## config.mk

```make
export PLATFORM = sky130hd
export DESIGN_NAME = command_frame_receiver_core
export DESIGN_NICKNAME = d
export VERILOG_FILES = /design/src/rtl/core/cfr_pkg.sv /design/src/rtl/core/cfr_cmd_decode.sv /design/src/rtl/core/command_frame_receiver_core.sv
export VERILOG_INCLUDE_DIRS = /design/src /design/src/rtl/core
export SDC_FILE = /design/constraint.sdc
export NUM_CORES = 1
export LEC_CHECK = 0
export BUFFER_PORTS_ARGS = -buffer_cell sky130_fd_sc_hd__buf_4
export CAP_MARGIN = 40
export CORE_MARGIN = 2
export CORE_UTILIZATION = 59
export DETAILED_ROUTE_END_ITERATION = 10
export HOLD_SLACK_MARGIN = 0.15
export PLACE_DENSITY = 0.79
export SLEW_MARGIN = 10
export SYNTH_ARGS = -nofsm -noshare
export SYNTH_HDL_FRONTEND = slang
export SYNTH_SLANG_ARGS = --single-unit
```

## constraint.sdc

```tcl
create_clock -name clk -period 2.95 [get_ports clk]
set_clock_uncertainty 0.2 [all_clocks]
set_input_delay 0.1475 -clock clk [delete_from_list [all_inputs] [get_ports clk]]
set_output_delay 0.1475 -clock clk [all_outputs]
set_load 0.01 [all_outputs]
```

## src/rtl/core/command_frame_receiver_core_defines.svh

```systemverilog
// ============================================================================
// Command frame receiver assertion macros
// Shared helpers for concurrent checks; they vanish in synthesis builds.
// ============================================================================
`ifndef COMMAND_FRAME_RECEIVER_CORE_DEFINES_SVH
`define COMMAND_FRAME_RECEIVER_CORE_DEFINES_SVH

`ifndef SYNTHESIS

// Same-cycle implication, checked outside reset.
`define CFR_ASSERT_IMPL(label, clk, rst_n, ante, cons) \
  label: assert property (@(posedge clk) disable iff (!rst_n) (ante) |-> (cons)) \
    else $error("cfr assertion failed");

// Next-cycle implication, checked outside reset.
`define CFR_ASSERT_NEXT(label, clk, rst_n, ante, cons) \
  label: assert property (@(posedge clk) disable iff (!rst_n) (ante) |=> (cons)) \
    else $error("cfr assertion failed");

`else

`define CFR_ASSERT_IMPL(label, clk, rst_n, ante, cons)
`define CFR_ASSERT_NEXT(label, clk, rst_n, ante, cons)

`endif

`endif

```

## src/rtl/core/cfr_pkg.sv

```systemverilog
// ============================================================================
// Command frame receiver package
// Frame constants, command codes and the decoded command type.
// ============================================================================
package cfr_pkg;

  // Largest payload length that a frame may announce.
  localparam int MAX_PAYLOAD = 5;
  // Bits for payload length and index, which run up to MAX_PAYLOAD.
  localparam int IDX_W = $clog2(MAX_PAYLOAD + 1);

  // Frame delimiters.
  localparam logic [7:0] HDR_BYTE = 8'hAA;
  localparam logic [7:0] TRL_BYTE = 8'h55;

  // Command bytes.
  localparam logic [7:0] CMD_START  = 8'h01;
  localparam logic [7:0] CMD_STOP   = 8'h03;
  localparam logic [7:0] CMD_MODE   = 8'h11;
  localparam logic [7:0] ARG_CONFIRM = 8'hFF;

  // Mode switch arguments.
  localparam logic [7:0] MODE_ARG_PRESS = 8'h01;
  localparam logic [7:0] MODE_ARG_IDLE  = 8'h02;
  localparam logic [7:0] MODE_ARG_BLOW  = 8'h03;

  // Detection mode codes.
  localparam logic [1:0] MODE_IDLE  = 2'd0;
  localparam logic [1:0] MODE_PRESS = 2'd1;
  localparam logic [1:0] MODE_BLOW  = 2'd2;

  // Decoder result: state after the beat plus its one-beat pulses.
  typedef struct packed {
    logic [1:0] mode;
    logic       active;
    logic       clr_press;
    logic       clr_blow;
    logic       accepted;
  } cmd_t;

endpackage

```

## src/rtl/core/cfr_cmd_decode.sv

```systemverilog
// ============================================================================
// Command frame receiver command decoder
// Turns the first two payload bytes of a closed frame into mode and
// acquisition updates with their clear pulses.
// ============================================================================
module cfr_cmd_decode (
  input  logic          trailer_hit,
  input  logic [7:0]    cmd_byte,
  input  logic [7:0]    arg_byte,
  input  logic [1:0]    mode_cur,
  input  logic          active_cur,
  output cfr_pkg::cmd_t cmd
);

  // Known commands update state; anything else only flags the frame.
  always_comb begin
    cmd.mode      = mode_cur;
    cmd.active    = active_cur;
    cmd.clr_press = 1'b0;
    cmd.clr_blow  = 1'b0;
    cmd.accepted  = trailer_hit;
    if (trailer_hit) begin
      if (cmd_byte == cfr_pkg::CMD_START && arg_byte == cfr_pkg::ARG_CONFIRM) begin
        cmd.active    = 1'b1;
        cmd.clr_press = 1'b1;
        cmd.clr_blow  = 1'b1;
      end else if (cmd_byte == cfr_pkg::CMD_STOP && arg_byte == cfr_pkg::ARG_CONFIRM) begin
        cmd.active = 1'b0;
      end else if (cmd_byte == cfr_pkg::CMD_MODE) begin
        case (arg_byte)
          cfr_pkg::MODE_ARG_PRESS: begin
            cmd.mode     = cfr_pkg::MODE_PRESS;
            cmd.clr_blow = 1'b1;
          end
          cfr_pkg::MODE_ARG_IDLE: begin
            cmd.mode      = cfr_pkg::MODE_IDLE;
            cmd.clr_press = 1'b1;
            cmd.clr_blow  = 1'b1;
          end
          cfr_pkg::MODE_ARG_BLOW: begin
            cmd.mode      = cfr_pkg::MODE_BLOW;
            cmd.clr_press = 1'b1;
          end
          default: begin
            cmd.mode = mode_cur;
          end
        endcase
      end
    end
  end

endmodule

```

## src/rtl/core/command_frame_receiver_core.sv

```systemverilog
// ============================================================================
// Command frame receiver core
// Parses received bytes into header/length/payload/checksum/trailer frames
// and decodes start, stop and mode switch commands.
// ============================================================================
//
//  channel | direction | handshake          | payload
//  --------+-----------+--------------------+----------------------------------
//  in_     | input     | in_valid/in_stall  | in_rx_byte
//  out_    | output    | out_valid/out_stall| mode, acquiring, clears, accepted
//
// Every accepted byte produces exactly one result beat in the next cycle.
// Unless stalled, a byte is taken every cycle; the running checksum keeps
// the per-byte work to one add and compare between the parser state and the
// result register. The input stalls only while a result beat is held and the
// output is stalled. Synchronous active-low reset returns the parser to waiting
// for a header, the mode to idle and acquisition to off.
//
`include "command_frame_receiver_core_defines.svh"

module command_frame_receiver_core (
  input  logic       clk,
  input  logic       rst_n,
  input  logic       in_valid,
  output logic       in_stall,
  input  logic [7:0] in_rx_byte,
  output logic       out_valid,
  input  logic       out_stall,
  output logic [1:0] out_detect_mode,
  output logic       out_acquiring,
  output logic       out_clear_press_counts,
  output logic       out_clear_blow_counts,
  output logic       out_frame_accepted
);

  // Parser phases.
  localparam logic [2:0] PH_HEADER   = 3'd0;
  localparam logic [2:0] PH_LENGTH   = 3'd1;
  localparam logic [2:0] PH_PAYLOAD  = 3'd2;
  localparam logic [2:0] PH_CHECKSUM = 3'd3;
  localparam logic [2:0] PH_TRAILER  = 3'd4;

  localparam int IW = cfr_pkg::IDX_W;

  logic [2:0]    phase_r, phase_nxt;
  logic [IW-1:0] len_r, len_nxt;
  logic [IW-1:0] idx_r, idx_nxt;
  logic [IW-1:0] idx_inc;
  logic [7:0]    sum_r, sum_nxt;
  logic [7:0]    store0_r, store0_nxt;
  logic [7:0]    store1_r, store1_nxt;
  logic [1:0]    mode_r;
  logic          active_r;

  logic          out_valid_r, out_valid_nxt;
  logic [1:0]    out_mode_r;
  logic          out_active_r;
  logic          out_clr_press_r;
  logic          out_clr_blow_r;
  logic          out_acc_r;

  logic          in_accept;
  logic          trailer_hit;
  cfr_pkg::cmd_t cmd;

  // Handshake: a held result only blocks input when it is stalled.
  assign in_stall  = out_valid_r & out_stall;
  assign in_accept = in_valid & ~in_stall;
  assign idx_inc   = idx_r + IW'(1);

  // Parser next state for the beat on the input.
  always_comb begin
    phase_nxt  = phase_r;
    len_nxt    = len_r;
    idx_nxt    = idx_r;
    sum_nxt    = sum_r;
    store0_nxt = store0_r;
    store1_nxt = store1_r;
    case (phase_r)
      PH_LENGTH: begin
        if (in_rx_byte > 8'(cfr_pkg::MAX_PAYLOAD)) begin
          phase_nxt = PH_HEADER;
        end else begin
          len_nxt   = in_rx_byte[IW-1:0];
          sum_nxt   = sum_r + in_rx_byte;
          idx_nxt   = '0;
          phase_nxt = PH_PAYLOAD;
        end
      end
      PH_PAYLOAD: begin
        if (idx_r == IW'(0)) begin
          store0_nxt = in_rx_byte;
        end
        if (idx_r == IW'(1)) begin
          store1_nxt = in_rx_byte;
        end
        if (idx_r < len_r) begin
          sum_nxt = sum_r + in_rx_byte;
        end
        idx_nxt = idx_inc;
        if (idx_inc >= len_r || idx_inc >= IW'(cfr_pkg::MAX_PAYLOAD)) begin
          phase_nxt = PH_CHECKSUM;
        end
      end
      PH_CHECKSUM: begin
        if (sum_r == in_rx_byte) begin
          phase_nxt = PH_TRAILER;
        end else begin
          phase_nxt = PH_HEADER;
          idx_nxt   = '0;
        end
      end
      PH_TRAILER: begin
        phase_nxt = PH_HEADER;
        idx_nxt   = '0;
      end
      default: begin
        phase_nxt = PH_HEADER;
        if (in_rx_byte == cfr_pkg::HDR_BYTE) begin
          phase_nxt = PH_LENGTH;
          idx_nxt   = '0;
          sum_nxt   = cfr_pkg::HDR_BYTE;
        end
      end
    endcase
  end

  // Command decode on a good trailer.
  assign trailer_hit = (phase_r == PH_TRAILER) && (in_rx_byte == cfr_pkg::TRL_BYTE);

  cfr_cmd_decode u_decode (
    .trailer_hit (trailer_hit),
    .cmd_byte    (store0_r),
    .arg_byte    (store1_r),
    .mode_cur    (mode_r),
    .active_cur  (active_r),
    .cmd         (cmd)
  );

  // Parser and command state.
  always_ff @(posedge clk) begin
    if (!rst_n) begin
      phase_r  <= PH_HEADER;
      len_r    <= '0;
      idx_r    <= '0;
      sum_r    <= '0;
      store0_r <= '0;
      store1_r <= '0;
      mode_r   <= cfr_pkg::MODE_IDLE;
      active_r <= 1'b0;
    end else if (in_accept) begin
      phase_r  <= phase_nxt;
      len_r    <= len_nxt;
      idx_r    <= idx_nxt;
      sum_r    <= sum_nxt;
      store0_r <= store0_nxt;
      store1_r <= store1_nxt;
      mode_r   <= cmd.mode;
      active_r <= cmd.active;
    end
  end

  // Result register valid.
  always_comb begin
    out_valid_nxt = out_valid_r;
    if (in_accept) begin
      out_valid_nxt = 1'b1;
    end else if (!out_stall) begin
      out_valid_nxt = 1'b0;
    end
  end

  always_ff @(posedge clk) begin
    if (!rst_n) begin
      out_valid_r <= 1'b0;
    end else begin
      out_valid_r <= out_valid_nxt;
    end
  end

  // Result beat payload.
  always_ff @(posedge clk) begin
    if (in_accept) begin
      out_mode_r      <= cmd.mode;
      out_active_r    <= cmd.active;
      out_clr_press_r <= cmd.clr_press;
      out_clr_blow_r  <= cmd.clr_blow;
      out_acc_r       <= cmd.accepted;
    end
  end

  assign out_valid              = out_valid_r;
  assign out_detect_mode        = out_mode_r;
  assign out_acquiring          = out_active_r;
  assign out_clear_press_counts = out_clr_press_r;
  assign out_clear_blow_counts  = out_clr_blow_r;
  assign out_frame_accepted     = out_acc_r;

  // Checks on parser and result logic.
  `CFR_ASSERT_IMPL(a_phase_legal, clk, rst_n, 1'b1, phase_r <= PH_TRAILER)
  `CFR_ASSERT_IMPL(a_idx_bound, clk, rst_n, 1'b1, idx_r <= IW'(cfr_pkg::MAX_PAYLOAD))
  `CFR_ASSERT_IMPL(a_clear_needs_frame, clk, rst_n, out_valid_r && (out_clr_press_r || out_clr_blow_r), out_acc_r)
  `CFR_ASSERT_NEXT(a_trailer_accepts, clk, rst_n, in_accept && trailer_hit, out_valid_r && out_acc_r)
  `CFR_ASSERT_IMPL(a_stall_needs_full, clk, rst_n, in_stall, out_valid_r)

endmodule
```

==> results of run 1 <==
==> layout make-up <==
cell class | instances | area share
Sequential cell | 43 | 0.321
Timing Repair Buffer | 32 | 0.100
Tap cell | 50 | 0.0218
Clock buffer | 6 | 0.0327
Clock inverter | 2 | 0.00479
Multi-Input combinational cell | 224 | 0.499
Inverter | 16 | 0.0209
==> worst max-delay path: stages <==
cell and delay [ps]:
dlygate4sd3_1 540, buf_4 160, ha_1 330, or4b_2 670, nor4_1 350, a2111o_1 220, o21ai_0 110, a21oi_1 160
==> report_power, final <==
part           leakage, nW  switching [mW]  internal [mW]
combinational        0.633          0.0700         0.0593
clock               0.0563           0.219          0.218
sequential           0.360         0.00727          0.603
==> cell usage after synthesis (3+ instances only) <==
master / number
dfxtp_1: 37
nand3_1: 23
nor3b_1: 3
nor3_1: 4
inv_1: 15
ha_1: 14
o21ai_0: 12
nand2b_1: 3
xnor2_1: 3
o211ai_1: 5
nor2_1: 21
a21oi_1: 36
o21a_1: 5
mux2i_1: 3
xor2_1: 4
edfxtp_1: 6
clkbuf_1: 13
nand2_1: 28
a211oi_1: 4
nand4_1: 6
and2_1: 3
==> cells by family after synthesis <==
family	share of synthesized area
AND/OR/NAND/NOR	0.244
XOR/XNOR	0.0248
multiplexers	0.0121
flip-flops	0.372
buffers and inverters	0.0486
adder cells (fa/ha/maj)	0.0789
AO/OA/AOI/OAI	0.220
==> final timing paths <==
check / from / endpoint / slack (ps) / depth (start not counted)
setup / recovery: in_rx_byte[6] / idx_r[2] / 290 / 8
hold / removal: out_stall / active_r / 190 / 3
setup reg to reg: sum_r[6] / idx_r[2] / 520 / 6
hold reg to reg: store0_r[5] / store0_r[5] / 260 / 2
==> timing repair <==
action / in CTS / in global routing
setup endpoints to repair: 0 / 0
hold buffers: 11 / 0
hold endpoints to repair: 27 / 0
==> registers in the layout, indices dropped and copies added, names as in the netlist <==
register	count
mode_r	2
active_r	1
store1_r	8
out_valid	1
phase_r	3
idx_r	3
out_detect_mode	2
sum_r	8
out_acquiring	1
out_frame_accepted	1
out_clear_blow_counts	1
store0_r	8
out_clear_press_counts	1
len_r	3
==> through the flow <==
stage	worst slack, ps	cells	util	cell area, µm²	total power, mW
after floorplan	648	297	-	2470	0.691
after global placement	589	353	0.652	2630	0.732
after detailed placement	556	354	0.659	2650	0.740
after CTS	321	373	0.713	2870	1.18
after global routing	220	373	0.713	2870	1.23
final	287	373	0.713	2870	1.18
==> routing by layer <==
layer,share of wire,wire (µm)
met1,0.48,2800
met2,0.45,2630
met3,0.059,348
met4,0.017,99
met5,0,0
==> impl_metrics.ini, run 1 <==
[layout]
drive_gt1_frac = 0.118
nFillCells = 331
final_common_cell = dfxtp_1
diodes = 0
multiInputGateArea_um2 = 1430
register_area_um2 = 921
final_cell_mix = dfxtp_1, a21oi_1, nand2_1, nand3_1, nor2_1
area_delta_synth_final_pct = 16.1
nets = 349

[synth]
synthTopCellsByArea = dfxtp_1, a21oi_1, edfxtp_1
dominantRegCellSynth = dfxtp_1
yosys_warnings = 0
ys_seq_elements = 43
yosys.area.top_type = dfxtp_1
seq_area_frac_synth = 0.372
synth_top_area_frac = 0.299
async_reset_ff_frac = 0
avgSynthCellArea_um2 = 8.33
synth-edff-count = 6
yosysUniqueCellTypes = 57
syn_nets = 324
synthCells = 297
netlist_area_um2 = 2470

[floorplanning]
die-area_um2 = 4730
ios = 20
fp-row-count = 23
core_um2 = 4030
start_util = 0.614
fp.dieH_um = 68.8
die_width_um = 68.8

[sta]
whs_ps = 194
relSlewSlack = 0.671
drv_slew = 0
worstMarginPinSlew_ps = 492
setup_tns_ps = 0
timing.final.crit_share = 0.903
period_minus_slack_ps = 2660
rsz0062_at_grt = false
setup_viol = 0
fmax_ghz = 0.376
finalHoldViolCount = 0

[clocking]
clkTransAtPathRegs_ps = 80
clock_latency_ps = 310
clockBufferDepth = 2
cts.sinks = 43
h-tree-depth = 2
cts_buffers = 5
postCtsSetupBuffers = 0
tritoncts = done
ctsResizeCount = 0
cts_root_buf = clkbuf_8

[placed_design]
place_hpwl_um = 4220
gp_congestion = 0.915
port_buffers = 19

[power]
ir_worst_vdd_mv = 0.320
p_per_area_nw_per_um2 = 410
p_leak_nw = 1.05

[drt]
drc = 0
drt_iter0_markers = 223
vias_per_cell = 6.09
wl_per_cell_um = 15.8
detail-route-antenna-nets = 0
drt-total-wl_um = 5880
drt_pass1_iterations = 4
vias = 2272

[worst_setup_path]
cp_max_fo = 6
cp-end-kind = register
startpoint_type = input pin
cp.required_ps = 2990
path_class = in2reg
cp.arrival_ps = 2700

[global_route]
gr-usage-met2 = 0.417
grt_overflow = 0
grt_max_degree = 25
grt_antenna_before_repair = 0
grt.busiest_layer = met2
grt_pass1_vias = 1962
grt_usage = 0.277
grtUsageMet1 = 0.395
grt_first_pass_wirelength_um = 9550
met3_usage = 0.0536

[hold_path]
hold_path.class = in2reg

[flow_run]
max-cap-violations = 0

[outcome]
status = complete, no violations
Note: power is estimated with default switching activity, not from simulation.
==> run 2, diff against run 1 <==
--- a/config.mk
+++ b/config.mk
@@ -15,2 +15,3 @@
 export PLACE_DENSITY = 0.79
+export REMOVE_ABC_BUFFERS = 1
 export SLEW_MARGIN = 10
--- a/constraint.sdc
+++ b/constraint.sdc
@@ -4,2 +4,2 @@
 set_output_delay 0.1475 -clock clk [all_outputs]
-set_load 0.01 [all_outputs]
+set_load 0.02 [all_outputs]
==> run 2 against run 1 <==
Net effect:
- largest power group unchanged
- global-route usage rose by 0.29 points
- non-clock buffer count up 2
- critical path type unchanged
- clock power down 9.8%
- critical endpoint unchanged
- final cell count increased by 0.54%
- wire length rose by 2.7%
- sequential share of layout area about the same
- via count shrank 0.13%
- utilization decreased by 0.062 points
- hold slack better by 17 ps
- flip-flop and latch count did not move
- sequential power barely moved
- first-iteration DRC count fell by 14%
==> impl_metrics.ini, run 2 (same netlist as run 1, synthesis figures left out) <==
[outcome]
status = complete, no violations

[layout]
final_cell_mix = dfxtp_1, a21oi_1, nand2_1, nand3_1, buf_4
drive_gt1_frac = 0.123
nets = 351
multiInputGateArea_um2 = 1430
fin_area_um2 = 2870
final_common_cell = dfxtp_1
largestRegisters = store0_r (8), store1_r (8), sum_r (8)
fin_cells = 375
nFillCells = 346
diodes = 0
register_area_um2 = 921
area_delta_synth_final_pct = 16.0

[placed_design]
place_hpwl_um = 4290
port_buffers = 19
pre_cts_ws_ps = 575
post_dp_cell_area_um2 = 2670
dp.cells = 356
gp_congestion = 0.904

[drt]
wl_per_cell_um = 16.1
detail-route-antenna-nets = 0
drt_iter0_markers = 192
vias = 2269
drc = 0
drt-total-wl_um = 6040
dr_wl_met2_um = 2810
drt_pass1_iterations = 4
wl_met3_um = 351
top_layer_used = met4
wl_met1_um = 2820
vias_per_cell = 6.05

[clocking]
clkTransAtPathRegs_ps = 90
cts.sinks = 43
clock_latency_ps = 300
clockBufferDepth = 2
h-tree-depth = 2
ctsResizeCount = 0
tritoncts = done
cts_root_buf = clkbuf_8
cts_buffers = 5

[worst_setup_path]
cp_max_fo = 6
path_class = in2reg
cp.required_ps = 2990
cp_slowest_cell = or4b_1
path_cells = dlygate4sd3_1 > buf_4 > or4b_1 > or2_4 > a2111o_1 > or4_1 > a21oi_1
cp.arrival_ps = 2710
cp-end-kind = register
r2r_slack_ps = 540
cpPeakStageDelay_ps = 570
startpoint_type = input pin

[global_route]
grt_usage = 0.280
grt_overflow = 0
grt_max_degree = 24
grt_pass1_vias = 1990
grt_first_pass_wirelength_um = 9630
grt_antenna_before_repair = 0

[sta]
setup_viol = 0
rsz0062_at_grt = false
setup_tns_ps = 0
relSlewSlack = 0.644
timing.final.crit_share = 0.905
finalHoldViolCount = 0
fmax_ghz = 0.375
worstMarginPinSlew_ps = 526
worst_slack_ps = 280
drv_slew = 0
period_minus_slack_ps = 2670

[power]
p_per_area_nw_per_um2 = 398
p_leak_nw = 1.05
p_total_mw = 1.14
ir_worst_vdd_mv = 0.278

[floorplanning]
fp-row-count = 23
fp.dieH_um = 68.8
core_um2 = 4030
start_util = 0.614
ios = 20
die-area_um2 = 4730
die_width_um = 68.8

[flow_run]
max-cap-violations = 0

[hold_path]
hold_path.class = in2reg
==> run 2: cell types whose count changed in the layout (fill, tap and decap cells not counted), sizes merged <==
cell,change
clkinv,-2
clkbuf,-1
inv,+3
buf,+2
==> run 2: metrics by stage <==
stage               utilization  hold slack [ps]
finish                    0.712              211
floorplan                     -             65.3
global placement          0.656              165
detailed placement        0.662              199
CTS                       0.712              201
global route              0.712              225
==> run 2: layout make-up <==
type	instances	area share
repair buffers	34	0.106
clock buffers	5	0.0240
inverters	16	0.0209
clock inverters	3	0.00741
well taps	50	0.0218
flip-flops and latches	43	0.321
multi-input cells	224	0.499
==> run 2: power by group <==
part | internal, mW | switching (mW)
Sequential | 0.603 | 0.00726
Combinational | 0.0610 | 0.0772
Clock | 0.171 | 0.223
==> run 2: per-layer routing <==
layer | vias to the layer above | GRT usage
met3 | 8 | 0.0503
li1 | 1135 | -
met2 | 67 | 0.442
met1 | 1059 | 0.382
met5 | - | 0
met4 | 0 | 0.103
==> run 2: what timing repair did <==
action | in CTS | in global routing
hold buffers | 11 | 0
buffers inserted | 0 | 0
endpoints found under the hold margin | 25 | 0
==> run 2: path summary, 6_finish.rpt <==
check	startpoint	to	cells after the start
worst max-delay path	in_rx_byte[0]	idx_r[2]	7
worst min-delay path	out_stall	active_r	3
worst max register to register	sum_r[6]	idx_r[2]	6
worst min register to register	store0_r[5]	store0_r[5]	2
==> run 2: critical path: cells and delay by family <==
family                 cells  cell delay, ps
AO/OA/AOI/OAI              2             580
AND/OR/NAND/NOR            3            1280
buffers and inverters      2             710
==> run 3, diff against run 2 <==
Clock period 2.95 ns to 2.6 ns, I/O delays scaled along.
==> run 3 against run 2 <==
Net effect:
- flip-flop and latch count unchanged
- combinational power increased by 11%
- hold slack got worse by 43 ps
- global-route usage decreased by 0.61 points
- final cell count increased by 0.80%
- sequential power increased by 13%
- first-iteration DRC count decreased by 10%
- clock-buffer cell count unchanged
- sequential share of layout area decreased by 0.18 points
- cell area increased by 0.57%
- wire length decreased by 1.2%
- largest power group unchanged
==> impl_metrics.ini, run 3 (same netlist as run 1, synthesis figures left out) <==
[placed_design]
dp.cells = 359
place_hpwl_um = 4320
port_buffers = 19
gp_congestion = 1.00

[worst_setup_path]
cp.arrival_ps = 2630
cp_max_fo = 6
cp.required_ps = 2630
cp-end-kind = register
path_class = in2reg
timing.rr.end = out_detect_mode[1]
r2r-start = phase_r[0]
r2r_slack_ps = 260
r2r_cells = 5
startpoint_type = input pin

[drt]
drt_iter0_markers = 172
drt_pass1_iterations = 4
wl_per_cell_um = 15.8
detail-route-antenna-nets = 0
vias = 2296
drt-total-wl_um = 5960
drc = 0
vias_per_cell = 6.07

[clocking]
clock_latency_ps = 290
cts.sinks = 43
cts_buffers = 5
clockBufferDepth = 2
clkTransAtPathRegs_ps = 90
tritoncts = done
h-tree-depth = 2
cts_root_buf = clkbuf_8

[global_route]
grt_overflow = 0
grt_first_pass_wirelength_um = 9600
grt_usage = 0.274
grt_pass1_vias = 2052
grt_max_degree = 32
grt_antenna_before_repair = 0

[layout]
register_area_um2 = 921
fin_cells = 378
final_cell_mix = dfxtp_1, a21oi_1, nand2_1, buf_4, nand3_1
final_common_cell = dfxtp_1
drive_gt1_frac = 0.140
diodes = 0
largestRegisters = store0_r (8), store1_r (8), sum_r (8)
multiInputGateArea_um2 = 1450
final_util = 0.716
nets = 354
nFillCells = 323
area_delta_synth_final_pct = 16.6

[sta]
relSlewSlack = 0.649
finalHoldViolCount = 0
period_minus_slack_ps = 2600
rsz0062_at_grt = true
drv_slew = 0
setup_viol = 0
whs_ps = 168
worstMarginPinSlew_ps = 520
fmax_ghz = 0.385
timing.final.crit_share = 0.999

[floorplanning]
die_width_um = 68.8
start_util = 0.614
fp.dieH_um = 68.8
fp-row-count = 23
die-area_um2 = 4730
core_um2 = 4030
ios = 20

[power]
p_per_area_nw_per_um2 = 442
p_leak_nw = 1.06
ir_worst_vdd_mv = 0.299
p_total_mw = 1.27

[hold_path]
hold_depth = 4
whs_endpoint = sum_r[6]
hold_path.class = in2reg
hp-start = in_rx_byte[6]

[flow_run]
max-cap-violations = 0

[outcome]
status = complete, no violations
run 3: changes by cell type in the layout (fill, tap and decap cells not counted), sizes merged:
cell,before,now
buf,23,26
inv,18,16
clkinv,1,2
clkinvlp,0,1
run 3: power by group:
part	total, mW	internal, mW	switching (mW)
clock	0.428	0.188	0.240
sequential	0.692	0.684	0.00786
combinational	0.153	0.0674	0.0860
total	1.27	0.940	0.334
run 3: how the worst max path moves through the flow:
stage | from | end
finish | in_rx_byte[0] | idx_r[2]
global route | in_rx_byte[0] | idx_r[2]
CTS | in_rx_byte[1] | idx_r[2]
detailed placement | phase_r[0] | out_detect_mode[1]
global placement | sum_r[6] | idx_r[2]
floorplan | phase_r[1] | store0_r[0]
run 3: critical path, stage by stage:
cell and delay (ps):
dlygate4sd3_1 530, buf_4 160, or4b_1 570, or2_4 280, a2111o_1 420, or4_1 410, a21oi_1 130
run 3: per-stage QoR:
step	setup WS (ps)	area (µm²)	setup TNS, ps
floorplan	317	2410	0
global placement	247	2670	0
detailed placement	210	2670	0
CTS	23.0	2870	0
global route	-69.3	2890	-69.3
finish	3.44	2890	0
run 3: area by class of cell:
cell class                      instances  share of cell area
Multi-Input combinational cell        224               0.502
Sequential cell                        43               0.319
Clock buffer                            5              0.0239
Inverter                               16              0.0208
Tap cell                               50              0.0217
Clock inverter                          3             0.00650
Timing Repair Buffer                   37               0.106
run 3: timing repair:
| action | CTS | global route |
|---|---|---|
| hold endpoints to repair | 25 | 0 |
| resized for setup | 0 | 4 |
| setup endpoints to repair | 0 | 7 |
| setup buffers | 0 | 0 |
| hold buffers | 11 | 0 |
run 3: per-layer routing:
metal / global-route usage / part of all wire / vias to the layer above
met5: 0 / 0 / -
met4: 0.0980 / 0.021 / 0
met3: 0.0584 / 0.073 / 10
met2: 0.419 / 0.44 / 86
met1: 0.380 / 0.46 / 1060
li1: - / - / 1140
